<file path="config.mk">
export PLATFORM = sky130hd
export DESIGN_NAME = script_lexer_with_comments_top
export DESIGN_NICKNAME = d
export VERILOG_FILES = /design/src/hw/rtl/slx_pkg.sv /design/src/hw/rtl/slx_front.sv /design/src/hw/rtl/slx_queue.sv /design/src/hw/rtl/slx_back.sv /design/src/hw/rtl/script_lexer_with_comments_top.sv
export SDC_FILE = /design/constraint.sdc
export NUM_CORES = 1
export LEC_CHECK = 0
export ABC_AREA = 1
export BUFFER_PORTS_ARGS = -buffer_cell sky130_fd_sc_hd__buf_4
export CAP_MARGIN = 20
export CORE_MARGIN = 5
export CORE_UTILIZATION = 52
export DETAILED_ROUTE_END_ITERATION = 16
export HOLD_SLACK_MARGIN = 0.03
export PLACE_DENSITY = 0.69
export SLEW_MARGIN = 40
export SYNTH_ARGS = -nofsm -noshare
export SYNTH_HDL_FRONTEND = slang
export SYNTH_SLANG_ARGS = --single-unit
</file>
<file path="constraint.sdc">
create_clock -name clk -period 12.06 [get_ports clk]
set_input_delay 3.618 -clock clk [delete_from_list [all_inputs] [get_ports clk]]
set_output_delay 3.618 -clock clk [all_outputs]
set_load 0.05 [all_outputs]
</file>
<file path="src/hw/rtl/slx_pkg.sv">
`default_nettype none

package slx_pkg;

  // default width of the line counter
  localparam int LINE_BITS_DEF = 16;

  // results one text byte can cause at most
  localparam int MAX_RES = 4;
  localparam int IDX_W   = $clog2(MAX_RES);

  // depth of the queue between front and back (power of two)
  localparam int QDEPTH  = 4;
  localparam int QPTR_W  = $clog2(QDEPTH);

  // result kinds
  localparam logic [1:0] KIND_CHAR = 2'd0;
  localparam logic [1:0] KIND_END  = 2'd1;
  localparam logic [1:0] KIND_ERR  = 2'd2;

  // all results of one input item, all tagged with the same line
  typedef struct packed {
    logic [IDX_W-1:0]              last_idx;
    logic [MAX_RES-1:0][1:0]       kind;
    logic [MAX_RES-1:0][7:0]       chr;
    logic [15:0]                   line;
  } bundle_t;

  // queue status seen by front and back
  typedef struct packed {
    logic full;
    logic empty;
  } qstat_t;

endpackage

`default_nettype wire

</file>
<file path="src/hw/rtl/slx_front.sv">
`default_nettype none

module slx_front #(
  parameter int LINE_BITS = slx_pkg::LINE_BITS_DEF
) (
  input  wire logic             clk,
  input  wire logic             rst_n,
  input  wire logic             in_valid,
  output logic                  in_ready,
  input  wire logic             op_eoi,
  input  wire logic [7:0]       char_in,
  input  wire slx_pkg::qstat_t  qstat,
  output logic                  push,
  output slx_pkg::bundle_t      push_data
);
  import slx_pkg::*;

  localparam logic [7:0] CH_SLASH  = 8'h2F;
  localparam logic [7:0] CH_STAR   = 8'h2A;
  localparam logic [7:0] CH_LBRACE = 8'h7B;
  localparam logic [7:0] CH_RBRACE = 8'h7D;
  localparam logic [7:0] CH_COLON  = 8'h3A;
  localparam logic [7:0] CH_CR     = 8'h0D;
  localparam logic [7:0] CH_LF     = 8'h0A;
  localparam logic [7:0] CH_TAB    = 8'h09;
  localparam logic [7:0] CH_SPACE  = 8'h20;
  localparam logic [7:0] CH_QUOTE  = 8'h22;
  localparam logic [7:0] CH_BSLASH = 8'h5C;

  typedef enum logic [2:0] {
    M_READY    = 3'd0,
    M_LINECOM  = 3'd1,
    M_BLOCKCOM = 3'd2,
    M_WORD     = 3'd3,
    M_QUOTE    = 3'd4,
    M_MAYBECOM = 3'd5
  } mode_t;

  mode_t                mode_r, mode_nxt;
  logic [7:0]           prev_r, prev_nxt;
  logic [LINE_BITS-1:0] lc_r, lc_nxt;
  logic [LINE_BITS-1:0] lq_r, lq_nxt;

  logic                 accept;
  logic [2:0]           cnt;
  logic [MAX_RES-1:0][1:0] kinds;
  logic [MAX_RES-1:0][7:0] chars;
  logic [LINE_BITS-1:0] line_sel;
  logic [LINE_BITS+15:0] line_ext;
  logic                 word_run;
  logic                 is_nl, is_sp, is_punct;

  assign in_ready = !qstat.full;
  assign accept   = in_valid && in_ready;

  assign is_nl    = (char_in == CH_LF) || (char_in == CH_CR);
  assign is_sp    = (char_in == CH_SPACE) || (char_in == CH_CR) || (char_in == CH_TAB);
  assign is_punct = (char_in == CH_LBRACE) || (char_in == CH_RBRACE) ||
                    (char_in == CH_COLON);

  always_comb begin
    cnt      = 3'd0;
    kinds    = '0;
    chars    = '0;
    mode_nxt = mode_r;
    prev_nxt = prev_r;
    lc_nxt   = lc_r;
    lq_nxt   = lq_r;
    line_sel = lc_r;
    word_run = 1'b0;
    if (op_eoi) begin
      if (mode_r == M_WORD) begin
        kinds[cnt[IDX_W-1:0]] = KIND_END; cnt = cnt + 3'd1;
      end else if (mode_r == M_QUOTE) begin
        kinds[cnt[IDX_W-1:0]] = KIND_ERR; cnt = cnt + 3'd1;
        line_sel = lq_r;
      end
      mode_nxt = M_READY;
      prev_nxt = 8'h00;
      lc_nxt   = LINE_BITS'(1);
      lq_nxt   = '0;
    end else begin
      prev_nxt = char_in;
      if (char_in == CH_QUOTE) begin
        lq_nxt = lc_r;
      end
      case (mode_r)
        M_LINECOM: begin
          if (is_nl) begin
            kinds[cnt[IDX_W-1:0]] = KIND_CHAR; chars[cnt[IDX_W-1:0]] = char_in;
            cnt = cnt + 3'd1;
            kinds[cnt[IDX_W-1:0]] = KIND_END; cnt = cnt + 3'd1;
            mode_nxt = M_READY;
          end
        end
        M_BLOCKCOM: begin
          if (char_in == CH_SLASH && prev_r == CH_STAR) begin
            mode_nxt = M_READY;
          end
        end
        M_MAYBECOM: begin
          if (char_in == CH_SLASH && prev_r == CH_SLASH) begin
            mode_nxt = M_LINECOM;
          end else if (char_in == CH_STAR && prev_r == CH_SLASH) begin
            mode_nxt = M_BLOCKCOM;
          end else begin
            // held-back slash goes out first
            mode_nxt = M_WORD;
            kinds[cnt[IDX_W-1:0]] = KIND_CHAR; chars[cnt[IDX_W-1:0]] = CH_SLASH;
            cnt = cnt + 3'd1;
            word_run = 1'b1;
          end
        end
        M_WORD: begin
          word_run = 1'b1;
        end
        M_QUOTE: begin
          if (char_in != CH_BSLASH) begin
            if (char_in == CH_QUOTE && prev_r == CH_BSLASH) begin
              kinds[cnt[IDX_W-1:0]] = KIND_CHAR; chars[cnt[IDX_W-1:0]] = char_in;
              cnt = cnt + 3'd1;
            end else if (char_in == CH_QUOTE) begin
              kinds[cnt[IDX_W-1:0]] = KIND_CHAR; chars[cnt[IDX_W-1:0]] = char_in;
              cnt = cnt + 3'd1;
              kinds[cnt[IDX_W-1:0]] = KIND_END; cnt = cnt + 3'd1;
              mode_nxt = M_READY;
            end else begin
              if (prev_r == CH_BSLASH) begin
                kinds[cnt[IDX_W-1:0]] = KIND_CHAR; chars[cnt[IDX_W-1:0]] = CH_BSLASH;
                cnt = cnt + 3'd1;
              end
              kinds[cnt[IDX_W-1:0]] = KIND_CHAR; chars[cnt[IDX_W-1:0]] = char_in;
              cnt = cnt + 3'd1;
            end
          end
        end
        default: begin
          mode_nxt = M_READY;
          if (char_in == CH_SLASH && prev_r == CH_SLASH) begin
            mode_nxt = M_LINECOM;
          end else if (char_in == CH_STAR && prev_r == CH_SLASH) begin
            mode_nxt = M_BLOCKCOM;
          end else if (char_in == CH_QUOTE) begin
            kinds[cnt[IDX_W-1:0]] = KIND_CHAR; chars[cnt[IDX_W-1:0]] = char_in;
            cnt = cnt + 3'd1;
            mode_nxt = M_QUOTE;
          end else if (is_nl) begin
            kinds[cnt[IDX_W-1:0]] = KIND_CHAR; chars[cnt[IDX_W-1:0]] = char_in;
            cnt = cnt + 3'd1;
            kinds[cnt[IDX_W-1:0]] = KIND_END; cnt = cnt + 3'd1;
          end else if (!is_sp) begin
            if (char_in == CH_SLASH) begin
              mode_nxt = M_MAYBECOM;
            end else begin
              kinds[cnt[IDX_W-1:0]] = KIND_CHAR; chars[cnt[IDX_W-1:0]] = char_in;
              cnt = cnt + 3'd1;
              mode_nxt = M_WORD;
            end
          end
        end
      endcase

      // byte inside a word
      if (word_run) begin
        if (is_nl || (is_punct && !is_sp)) begin
          kinds[cnt[IDX_W-1:0]] = KIND_END; cnt = cnt + 3'd1;
          kinds[cnt[IDX_W-1:0]] = KIND_CHAR; chars[cnt[IDX_W-1:0]] = char_in;
          cnt = cnt + 3'd1;
          kinds[cnt[IDX_W-1:0]] = KIND_END; cnt = cnt + 3'd1;
          mode_nxt = M_READY;
        end else if (is_sp) begin
          kinds[cnt[IDX_W-1:0]] = KIND_END; cnt = cnt + 3'd1;
          mode_nxt = M_READY;
        end else begin
          kinds[cnt[IDX_W-1:0]] = KIND_CHAR; chars[cnt[IDX_W-1:0]] = char_in;
          cnt = cnt + 3'd1;
        end
      end

      // saturating line counter, lf after cr counts once
      if (char_in == CH_CR || (char_in == CH_LF && prev_r != CH_CR)) begin
        if (lc_r != {LINE_BITS{1'b1}}) begin
          lc_nxt = lc_r + 1'b1;
        end
      end
    end
  end

  assign line_ext = {16'h0000, line_sel};

  always_comb begin
    push_data.last_idx = cnt[IDX_W-1:0] - 1'b1;
    push_data.kind     = kinds;
    push_data.chr      = chars;
    push_data.line     = line_ext[15:0];
  end

  assign push = accept && (cnt != 3'd0);

  always_ff @(posedge clk) begin
    if (!rst_n) begin
      mode_r <= M_READY;
      prev_r <= 8'h00;
      lc_r   <= LINE_BITS'(1);
      lq_r   <= '0;
    end else if (accept) begin
      mode_r <= mode_nxt;
      prev_r <= prev_nxt;
      lc_r   <= lc_nxt;
      lq_r   <= lq_nxt;
    end
  end

endmodule

`default_nettype wire

</file>
<file path="src/hw/rtl/slx_queue.sv">
`default_nettype none

module slx_queue (
  input  wire logic              clk,
  input  wire logic              rst_n,
  input  wire logic              push,
  input  wire slx_pkg::bundle_t  push_data,
  input  wire logic              pop,
  output slx_pkg::bundle_t       head,
  output slx_pkg::qstat_t        qstat
);
  import slx_pkg::*;

  bundle_t           entry_r [QDEPTH];
  logic [QPTR_W-1:0] wr_r, rd_r;
  logic [QPTR_W:0]   cnt_r, cnt_nxt;
  logic              do_push, do_pop;

  assign do_push = push && !qstat.full;
  assign do_pop  = pop && !qstat.empty;

  always_comb begin
    qstat.full  = (cnt_r == (QPTR_W+1)'(QDEPTH));
    qstat.empty = (cnt_r == '0);
  end

  assign head = entry_r[rd_r];

  always_comb begin
    cnt_nxt = cnt_r;
    if (do_push && !do_pop) begin
      cnt_nxt = cnt_r + 1'b1;
    end else if (do_pop && !do_push) begin
      cnt_nxt = cnt_r - 1'b1;
    end
  end

  always_ff @(posedge clk) begin
    if (do_push) begin
      entry_r[wr_r] <= push_data;
    end
  end

  always_ff @(posedge clk) begin
    if (!rst_n) begin
      wr_r  <= '0;
      rd_r  <= '0;
      cnt_r <= '0;
    end else begin
      if (do_push) begin
        wr_r <= wr_r + 1'b1;
      end
      if (do_pop) begin
        rd_r <= rd_r + 1'b1;
      end
      cnt_r <= cnt_nxt;
    end
  end

endmodule

`default_nettype wire

</file>
<file path="src/hw/rtl/slx_back.sv">
`default_nettype none

module slx_back (
  input  wire logic              clk,
  input  wire logic              rst_n,
  input  wire slx_pkg::bundle_t  head,
  input  wire slx_pkg::qstat_t   qstat,
  output logic                   pop,
  output logic                   out_valid,
  input  wire logic              out_ready,
  output logic [1:0]             out_kind,
  output logic [7:0]             out_char,
  output logic [15:0]            out_line,
  output logic                   out_last
);
  import slx_pkg::*;

  logic [IDX_W-1:0] idx_r;
  logic             valid_r;
  logic [1:0]       kind_r;
  logic [7:0]       char_r;
  logic [15:0]      line_r;
  logic             last_r;
  logic             load, take, at_end;

  assign load   = !valid_r || out_ready;
  assign take   = load && !qstat.empty;
  assign at_end = (idx_r == head.last_idx);
  assign pop    = take && at_end;

  always_ff @(posedge clk) begin
    if (take) begin
      kind_r <= head.kind[idx_r];
      char_r <= head.chr[idx_r];
      line_r <= head.line;
      last_r <= at_end;
    end
  end

  always_ff @(posedge clk) begin
    if (!rst_n) begin
      valid_r <= 1'b0;
      idx_r   <= '0;
    end else if (load) begin
      valid_r <= !qstat.empty;
      if (take) begin
        idx_r <= at_end ? '0 : idx_r + 1'b1;
      end
    end
  end

  assign out_valid = valid_r;
  assign out_kind  = kind_r;
  assign out_char  = char_r;
  assign out_line  = line_r;
  assign out_last  = last_r;

endmodule

`default_nettype wire

</file>
<file path="src/hw/rtl/script_lexer_with_comments_top.sv">
`default_nettype none

// channel | dir | handshake           | payload
// in      | in  | in_tvalid/in_tready | in_tuser = operation, in_tdata = char_in
// out     | out | out_tvalid/out_tready | out_tuser = kind, out_tdata = line:out_char,
//         |     |                     | out_tlast = last
//
// one item per cycle is taken while the queue has room; the state update
// is combinational compare-and-select logic on the byte and mode
// results leave one per cycle from the output register while out_tready is high;
// the back side walks the results of an item (up to four) in order
// the four-entry queue absorbs the bursts; in_tready falls only when it is full
// synchronous active-low reset puts the lexer in ready mode, line 1

module script_lexer_with_comments_top #(
  parameter int LINE_BITS = slx_pkg::LINE_BITS_DEF
) (
  input  wire logic        clk,
  input  wire logic        rst_n,
  // input channel
  input  wire logic        in_tvalid,
  output logic             in_tready,
  input  wire logic [7:0]  in_tdata,   // [7:0] char_in
  input  wire logic        in_tuser,   // [0] operation (1 = end of input)
  // result channel
  output logic             out_tvalid,
  input  wire logic        out_tready,
  output logic [23:0]      out_tdata,  // [7:0] out_char, [23:8] line
  output logic [1:0]       out_tuser,  // [1:0] kind
  output logic             out_tlast   // last result of the item
);
  import slx_pkg::*;

  bundle_t     push_data;   // results of one item, front to queue
  bundle_t     head;        // oldest queued item
  qstat_t      qstat;
  logic        push;
  logic        pop;
  logic [7:0]  res_char;
  logic [15:0] res_line;

  // front: classifies each byte and updates mode, line counters
  slx_front #(
    .LINE_BITS (LINE_BITS)
  ) u_front (
    .clk       (clk),
    .rst_n     (rst_n),
    .in_valid  (in_tvalid),
    .in_ready  (in_tready),
    .op_eoi    (in_tuser),
    .char_in   (in_tdata),
    .qstat     (qstat),
    .push      (push),
    .push_data (push_data)
  );

  // short queue of result groups decouples the two sides
  slx_queue u_queue (
    .clk       (clk),
    .rst_n     (rst_n),
    .push      (push),
    .push_data (push_data),
    .pop       (pop),
    .head      (head),
    .qstat     (qstat)
  );

  // back: walks each group one result at a time into the output register
  slx_back u_back (
    .clk       (clk),
    .rst_n     (rst_n),
    .head      (head),
    .qstat     (qstat),
    .pop       (pop),
    .out_valid (out_tvalid),
    .out_ready (out_tready),
    .out_kind  (out_tuser),
    .out_char  (res_char),
    .out_line  (res_line),
    .out_last  (out_tlast)
  );

  assign out_tdata = {res_line, res_char};

endmodule

`default_nettype wire

</file>
# Word-level counts from Yosys, hierarchy flattened
# Memories as Yosys holds them, arrays and structs flattened. A register that Yosys moved wholly into a read port is not among the register bits.
# Cells that the tools add are included.
# word_totals
ramBits	232
mem_count	1
reg_bits	80
elab_cells	252
output_inout_bits	29
# memory_table
memory	depth	word_bits	read_ports	rd_ports_with_merged_regs	write_ports	line	text
u_queue.entry_r	4	58	1	1	1	slx_queue.sv:14	bundle_t entry_r [QDEPTH];
# classes
add_sub_neg	11
muxes	140
eq_ne	23
reduce_logical	43
magnitude_cmp	9
bitwise	12
# ops
op	n
8-bit 2-to-1 mux	25
32-bit 2-to-1 mux	5
16-bit 2-to-1 mux	8
3-bit 2-to-1 mux	37
32-bit bitwise mux	3
24-bit 2-to-1 mux	4
8-bit by 6-bit equality test with 1-bit output, second input constant	7
8-bit demux with 2-bit select	3
2-bit 2-to-1 mux	22
8-bit case mux with 4 select lines	1
8-bit by 4-bit equality test with 1-bit output, second input constant	3
8-bit by 7-bit equality test with 1-bit output, second input constant	3
4-bit 2-to-1 mux	6
8-bit NOT	3
1-bit logical AND	18
6-bit 2-to-1 mux	3
16-bit by 1-bit adder with 16-bit output, second input constant	1
8-bit AND	2
8-bit binary-select mux with 2-bit select	1
2-bit demux with 2-bit select	4
16-bit inequality test, second input constant	1
3-bit by 1-bit adder with 3-bit output, second input constant	5
2-bit by 3-bit less-than comparator with 1-bit output, second input constant	5
3-bit case mux with 5 select lines	1
29 further kinds	67

# Longest topological paths before layout
# Gate-level depths: netlist of the first run.
# logic_depth
word_depth	26
mapped_depth	27

# Hierarchy
# Synthesis of the first run repeated with hierarchy kept, for this count alone.
# unflattened
hier_cells	1438
area_unflattened_um2	14545.2
# modules_own_cells
mod	area_each_um2	cells_per_inst	instances
slx_queue	9156.3	631	1
slx_front	4101.4	692	1
slx_back	1287.5	115	1

# Worst setup path after synthesis of the first run
# OpenSTA, ideal clock, no wires.
# synth_timing
path_kind	input to register
from	input port in_tdata[6]
to	memory u_queue.entry_r[0][0] (netlist name), enable pin
cell_stages	17
setup_time_ps	468
t_arrival_ps	8111
path_slack_ps	3481
n_path_buf	1
path_cell_list	buf_2 > nor2_1 > nand2_1 > nor2_2 > ha_1 > nand2_1 > nand3_1 > o21ai_0 > inv_1 > ha_1 > inv_1 > nand2_1 > a31oi_1 > ha_1 > nand2_2 > nand2_2 > nor2_1
# synth_between
elab_chain_cells	21
elab_cells_between_ends	51
# synth_lines
element	line	text
start, declared	script_lexer_with_comments_top.sv:23	input wire logic [7:0] in_tdata,
8-bit by 6-bit equality test with 1-bit output or 8-bit by 4-bit equality test with 1-bit output (tied branches)	slx_front.sv:57, slx_front.sv:56	
1-bit logical OR (2 in a row)	slx_front.sv:57	assign is_sp = (char_in == CH_SPACE) || (char_in == CH_CR) || (char_in == CH_TAB);
3-bit 2-to-1 mux	slx_front.sv:151	end else if (!is_sp) begin
3-bit 2-to-1 mux	slx_front.sv:147	end else if (is_nl) begin
3-bit 2-to-1 mux	slx_front.sv:143	end else if (char_in == CH_QUOTE) begin
3-bit 2-to-1 mux	slx_front.sv:141	end else if (char_in == CH_STAR && prev_r == CH_SLASH) begin
3-bit 2-to-1 mux	slx_front.sv:139	if (char_in == CH_SLASH && prev_r == CH_SLASH) begin
3-bit case mux with 4 select lines	slx_front.sv:87	case (mode_r)
[4 not listed]	-	
3-bit 2-to-1 mux	slx_front.sv:165	if (is_nl || (is_punct && !is_sp)) begin
3-bit 2-to-1 mux (*)	slx_front.sv:164	if (word_run) begin
3-bit 2-to-1 mux (*)	slx_front.sv:71	if (op_eoi) begin
3-bit nonzero test (*)	slx_front.sv:198	assign push = accept && (cnt != 3'd0);
1-bit logical AND (*)	slx_front.sv:198	
1-bit logical AND (*)	slx_queue.sv:19	assign do_push = push && !qstat.full;
1-bit 2-to-1 mux (*)	slx_queue.sv:39	if (do_push) begin
1-bit 2-to-1 mux (not written as such) (*)	slx_queue.sv:40	entry_r[wr_r] <= push_data;
end, declared	slx_queue.sv:14	
# Mark *: on every way between the ends. The rest lies on a longest branch, timed or not. The select of a mux whose other input is x is not followed.

# Worst setup path in the final report of the first run
# layout_timing
from	input port in_tdata[6]
to	register u_queue.cnt_r[2]
# layout_between
elab_chain_cells	22
elab_cells_between_ends	54
# layout_lines
element	line	text
8-bit by 6-bit equality test with 1-bit output or 8-bit by 4-bit equality test with 1-bit output (tied branches)	slx_front.sv:57, slx_front.sv:56	
1-bit logical OR (2 in a row)	slx_front.sv:57	
3-bit 2-to-1 mux	slx_front.sv:151	
3-bit 2-to-1 mux	slx_front.sv:147	
3-bit 2-to-1 mux	slx_front.sv:143	
3-bit 2-to-1 mux	slx_front.sv:141	
3-bit 2-to-1 mux	slx_front.sv:139	
3-bit case mux with 4 select lines	slx_front.sv:87	
[6 not listed]	-	
3-bit 2-to-1 mux (*)	slx_front.sv:71	
3-bit nonzero test (*)	slx_front.sv:198	
1-bit logical AND (*)	slx_front.sv:198	
1-bit logical AND (*)	slx_queue.sv:19	
named net u_queue.do_push	slx_queue.sv:17	logic do_push, do_pop;
1-bit logical NOT	slx_queue.sv:33	end else if (do_pop && !do_push) begin
1-bit logical AND	slx_queue.sv:33	
2-bit nonzero test (no source line)	-	
end signal, assigned	slx_queue.sv:56	cnt_r <= cnt_nxt;
end, declared	slx_queue.sv:16	logic [QPTR_W:0] cnt_r, cnt_nxt;
# Mark *: on every way through the listed nets, which the timed path passes. The rest lies on a longest branch. The select of a mux whose other input is x is not followed.
# A chain may end at the register's enable or synchronous reset.

==> impl_metrics.env, run 1 <==
export IMPL_status="finished clean"
export IMPL_dieArea_sq_mm=0.0291
export IMPL_drt_wl_total_um=32600
export IMPL_first_pass_iters=5
export IMPL_slew_viol_final=0
export IMPL_worst_path_buf_inv=5
export IMPL_fin_crit_ns=6.94
export IMPL_root_buffer="clkbuf_16"
export IMPL_clk_latency_ns=0.56
export IMPL_cp_end_kind="flop"
export IMPL_synth_seq_cells=302
export IMPL_gp_routability_congestion=0.935
export IMPL_avgSynthCellArea_sq_um=10.0
export IMPL_cap_violations=0
export IMPL_cts_resized_gates=0
export IMPL_place_area_sq_mm=0.0140
export IMPL_cts_sinks=302
export IMPL_layout_drive_gt1_share=0.111
export IMPL_power_leakage_uw=0.00553
export IMPL_tightest_slew_ns=0.822
export IMPL_fin_worst_skew_ns=0.0218
export IMPL_layout_common_cells="edfxtp_1, nand2_1, nor2_1"
export IMPL_cp_max_fo=9
export IMPL_powerDensity_mw_per_mm2=219
export IMPL_final_common_cell="edfxtp_1"
export IMPL_via_count=9834
export IMPL_r2r_start="u_front.mode_r[1]"
export IMPL_grt_pass1_vias=9581
export IMPL_ioPinCount=42
export IMPL_setup_worst_path_start_class="input pin"
export IMPL_netlist_instances=1341
export IMPL_cp_num_cells=25
export IMPL_yosysWarnings=0
export IMPL_die_h_um=171
export IMPL_fin_crit_sh=0.576
export IMPL_htree_levels=1
export IMPL_hp_class="reg -> reg"
export IMPL_rows=58
export IMPL_core_area_sq_mm=0.0253
export IMPL_ys_types=46
export IMPL_wl_per_cell_um=19.0
export IMPL_holdBufCountCts=0
export IMPL_hold_depth=2
export IMPL_grt_overflow=0
export IMPL_synth_area_top_cells="edfxtp_1, dfxtp_1, nand2_1"
export IMPL_rsz0062_at_grt="no"
export IMPL_grt_pass1_wl_um=51600
export IMPL_dp_hpwl_um=20100
export IMPL_cp_startpoint="in_tdata[6]"
export IMPL_setup_tns_ns=0
export IMPL_worst_r2r_path_depth=24
export IMPL_placed_cells=1664
export IMPL_fin_nets=1396
export IMPL_criticalPathCategory="in -> reg"
export IMPL_drc_errors=0
export IMPL_slew_headroom=0.446
export IMPL_synth_top_flop_cell="edfxtp_1"
export IMPL_initial_core_util=0.531
export IMPL_numCtsBuffers=30
export IMPL_drt_iter0_markers=1033
export IMPL_min_from="u_queue.rd_r[1]"
export IMPL_synth_edff_count=247
export IMPL_synth_nets=1370
export IMPL_final_area_sq_mm=0.0152
export IMPL_final_cells=1721
export IMPL_syn2layout_area_growth_pct=13.2
export IMPL_cts_tree="built"
export IMPL_postCtsSetupBuffers=0
export IMPL_crit_family="adder cells"
export IMPL_hold_violations=0
export IMPL_clockBufferDepth=3
export IMPL_ant_nets=0
export IMPL_via_per_inst=5.71
export IMPL_clk_pin_slew_ns=0.07
export IMPL_synth_top_area_cell="edfxtp_1"
export IMPL_grt_usage=0.224
export IMPL_p_total_uw=3330
export IMPL_final_setup_viol_count=0
export IMPL_cp_required_ns=12.54
export IMPL_synth_area_sq_mm=0.0134
export IMPL_synthArstFlopShare=0
export IMPL_cp_slowest_cell="fa_1"
export IMPL_arrival_ns=7.42
export IMPL_max_stage_delay_ns=0.44
export IMPL_timing_fmax_ghz=0.144
export IMPL_synth_top_area_share=0.553
export IMPL_antenna_cells=0
export IMPL_grt_start_max_net_pins=112
export IMPL_antenna_found_initial=0
export IMPL_portBuffers=41
export IMPL_ys_seq_area_frac=0.635
export IMPL_fp_dieW_um=171
export IMPL_irDropWorstVdd_v=0.000151
## cell families (layout without fill, tap and decap cells)
| group | after synthesis | in the layout | synth area share |
|---|---|---|---|
| xor+xnor | 10 | 10 | 0.00653 |
| buf+inv | 162 | 212 | 0.0481 |
| compound gates | 289 | 289 | 0.120 |
| flops | 302 | 302 | 0.635 |
| simple gates | 562 | 562 | 0.174 |
| fa+ha+maj | 16 | 16 | 0.0155 |
## layout make-up
type	count	area (sq um)
inverter	101	382
tap	330	413
timing repair buffer	55	440
clock inverter	23	365
clock buffer	33	762
sequential	302	8520
multi-input combinational	877	4300
fill	2098	10100
## final timing paths
path / to / slack, ns
worst min-delay path: flop / 0.45
worst max register to register: u_queue.cnt_r[2] / 8.05
worst max-delay path: u_queue.cnt_r[2] / 5.12
worst min register to register: flop / 0.45
## Yosys cell counts (all sizes together) (2+ instances only)
cell and instances:
nand4 11, a21oi 62, inv 99, a31oi 4, clkbuf 51, clkinv 2
ha 15, xor2 9, nor2 204, o211ai 6, dfxtp 55, a211oi 3
o21ai 157, nand2 255, buf 10, nand3 61, o22ai 40, o221ai 15
edfxtp 247, nor3 25
## layer usage
metal	global-route usage	up-vias	share of wire
met4	0.0587	0	0.024
met5	0	-	0
li1	-	4706	-
met3	0.0233	53	0.061
met1	0.324	4724	0.45
met2	0.366	351	0.46
## sequential cells by signal, summed over array words and instances (netlist names), named ones only
register          count
u_back.out_valid      1
u_front.lc_r         16
u_back.out_last       1
u_back.out_char       8
u_front.mode_r        3
u_queue.wr_r          2
u_back.out_line      16
u_front.lq_r         16
u_queue.cnt_r         3
u_front.prev_r        8
u_back.idx_r          2
u_back.out_kind       2
u_queue.rd_r          2
u_queue.entry_r     220
## where the power goes
group | internal, uW | switching [uW] | leakage, uW
sequential | 1290 | 49.8 | 0.00282
clock | 651 | 396 | 0.000544
combinational | 247 | 696 | 0.00217
total | 2190 | 1140 | 0.00553
## worst register-to-register path: stages, from the launching register on
cell	delay (ns)
dfxtp_1	0.37
inv_1	0.08
nand2_1	0.10
nand2_1	0.06
nor2_1	0.08
buf_4	0.20
inv_1	0.15
o21ai_0	0.52
inv_1	0.18
ha_1	0.37
inv_1	0.07
nand2_1	0.08
a31oi_1	0.08
ha_1	0.20
nand2_2	0.09
nand2_2	0.16
inv_2	0.12
ha_1	0.14
inv_1	0.07
fa_1	0.44
nor2_1	0.11
nor2_1	0.04
nand2_1	0.07
o21ai_0	0.07
a21oi_1	0.11
## per-stage QoR
step	hold WS (ns)	worst slack, ns	utilization
3_5_place_dp	0.448	4.56	0.555
6_report	0.445	5.12	0.601
4_1_cts	0.452	5.14	0.600
5_1_grt	0.487	4.72	0.601
3_3_place_gp	0.442	4.68	0.555
2_1_floorplan	0.436	3.48	-
Power figures use the tool's default switching activity.
==> run 2, diff against run 1 <==
==> constraint.sdc (replaced) <==
create_clock -name clk -period 6.86 [get_ports clk]
set_input_delay 2.058 -clock clk [delete_from_list [all_inputs] [get_ports clk]]
set_output_delay 2.058 -clock clk [all_outputs]
set_load 0.05 [all_outputs]
==> run 2 against run 1 <==
Die area did not move. Total power rose by 71%. Combinational power is 77% higher. Utilization down 0.20 points. Clock skew rose by 0.0062 ns. Global-route usage shrank 0.14 points. Design area is 0.33% lower. Critical endpoint unchanged. Largest cell class unchanged. Highest routed layer unchanged.
==> impl_metrics.env, run 2 (same netlist as run 1, synthesis figures left out) <==
export IMPL_tightest_slew_ns=0.867
export IMPL_criticalPathCategory="in -> reg"
export IMPL_cts_sinks=302
export IMPL_final_setup_viol_count=0
export IMPL_core_area_sq_mm=0.0253
export IMPL_layout_drive_gt1_share=0.108
export IMPL_fp_dieW_um=171
export IMPL_fin_crit_ns=5.43
export IMPL_grt_pass1_wl_um=51200
export IMPL_place_area_sq_mm=0.0141
export IMPL_postCtsSetupBuffers=0
export IMPL_cp_slowest_cell="fa_1"
export IMPL_drt_iter0_markers=948
export IMPL_drt_met1_wl_um=14400
export IMPL_holdBufCountCts=0
export IMPL_fillCellCount=2130
export IMPL_die_h_um=171
export IMPL_layout_common_cells="edfxtp_1, nand2_1, nor2_1"
export IMPL_cp_required_ns=7.34
export IMPL_syn2layout_area_growth_pct=12.9
export IMPL_hp_class="reg -> reg"
export IMPL_fin_crit_sh=0.792
export IMPL_hold_violations=0
export IMPL_met2_length_um=15200
export IMPL_cts_resized_gates=0
export IMPL_grt_start_max_net_pins=105
export IMPL_timing_fmax_ghz=0.184
export IMPL_worst_hold_slack_ns=0.458
export IMPL_drc_errors=0
export IMPL_initial_core_util=0.531
export IMPL_via_per_inst=5.62
export IMPL_grt_usage=0.222
export IMPL_clk_latency_ns=0.56
export IMPL_final_area_sq_mm=0.0151
export IMPL_clockBufferDepth=3
export IMPL_slew_headroom=0.416
export IMPL_grt_pass1_vias=9408
export IMPL_multiInputGateArea_sq_mm=0.00431
export IMPL_wl_per_cell_um=18.7
export IMPL_largest_reg_flops=220
export IMPL_powerDensity_mw_per_mm2=376
export IMPL_status="finished clean"
export IMPL_irDropWorstVdd_v=0.000205
export IMPL_via_count=9676
export IMPL_htree_levels=1
export IMPL_cap_violations=0
export IMPL_arrival_ns=5.91
export IMPL_cp_max_fo=9
export IMPL_dp_hpwl_um=20800
export IMPL_reg2reg_setup_slack_ns=2.73
export IMPL_antenna_cells=0
export IMPL_hold_depth=2
export IMPL_regArea_sq_mm=0.00852
export IMPL_ioPinCount=42
export IMPL_max_stage_delay_ns=0.44
export IMPL_final_core_util=0.599
export IMPL_antenna_found_initial=0
export IMPL_dr_max_layer_used="met4"
export IMPL_first_pass_iters=5
export IMPL_grt_overflow=0
export IMPL_slew_viol_final=0
export IMPL_fin_worst_skew_ns=0.0280
export IMPL_setup_worst_path_start_class="input pin"
export IMPL_cp_end_kind="flop"
export IMPL_drt_wl_total_um=32100
export IMPL_rows=58
export IMPL_setup_tns_ns=0
export IMPL_worst_r2r_path_depth=24
export IMPL_dieArea_sq_mm=0.0291
export IMPL_rsz0062_at_grt="no"
export IMPL_clk_pin_slew_ns=0.06
export IMPL_root_buffer="clkbuf_16"
export IMPL_fin_nets=1397
export IMPL_ant_nets=0
export IMPL_wl_met3_um=1880
export IMPL_final_common_cell="edfxtp_1"
export IMPL_power_leakage_uw=0.00550
export IMPL_top_register="u_queue.entry_r"
export IMPL_gp_routability_congestion=0.937
export IMPL_portBuffers=41
export IMPL_cts_tree="built"
export IMPL_numCtsBuffers=30
-- run 2: path summary, 6_finish.rpt --
kind,from,endpoint
hold reg to reg,u_queue.rd_r[1],flop
hold / removal,u_queue.rd_r[1],flop
setup / recovery,in_tdata[6],u_queue.cnt_r[2]
setup reg to reg,u_front.mode_r[1],u_queue.cnt_r[2]
-- run 2: layout make-up --
type | instances | area share
clock inverters | 14 | 0.0123
repair buffers | 56 | 0.0330
well taps | 330 | 0.0273
inverters | 101 | 0.0252
multi-input cells | 877 | 0.284
clock buffers | 42 | 0.0546
flip-flops and latches | 302 | 0.563
-- run 2: routing by layer --
metal  GRT usage  vias up
met2       0.366      311
met5           0        -
li1            -     4720
met1       0.318     4597
met3      0.0287       48
met4      0.0528        0
-- run 2: power breakdown --
part,internal (uW),switching (uW)
clock network,992,668
logic,458,1210
registers,2270,90.6
total,3720,1970
-- run 2: worst max-delay path, delay by kind of cell --
family                     cells  cell delay, ns
AOI/OAI and AO/OA              4            0.53
buffers and inverters          5            0.60
adders and majority gates      5            1.47
and+or+nand+nor               11            1.23
-- run 2: per-stage QoR --
stage	cells	power (uW)	setup WS, ns
finish	1722	5690	1.43
global route	1722	5980	1.03
CTS	1722	5730	1.48
detailed placement	1666	4070	0.928
global placement	1664	4020	1.03
floorplan	1341	3530	-0.159
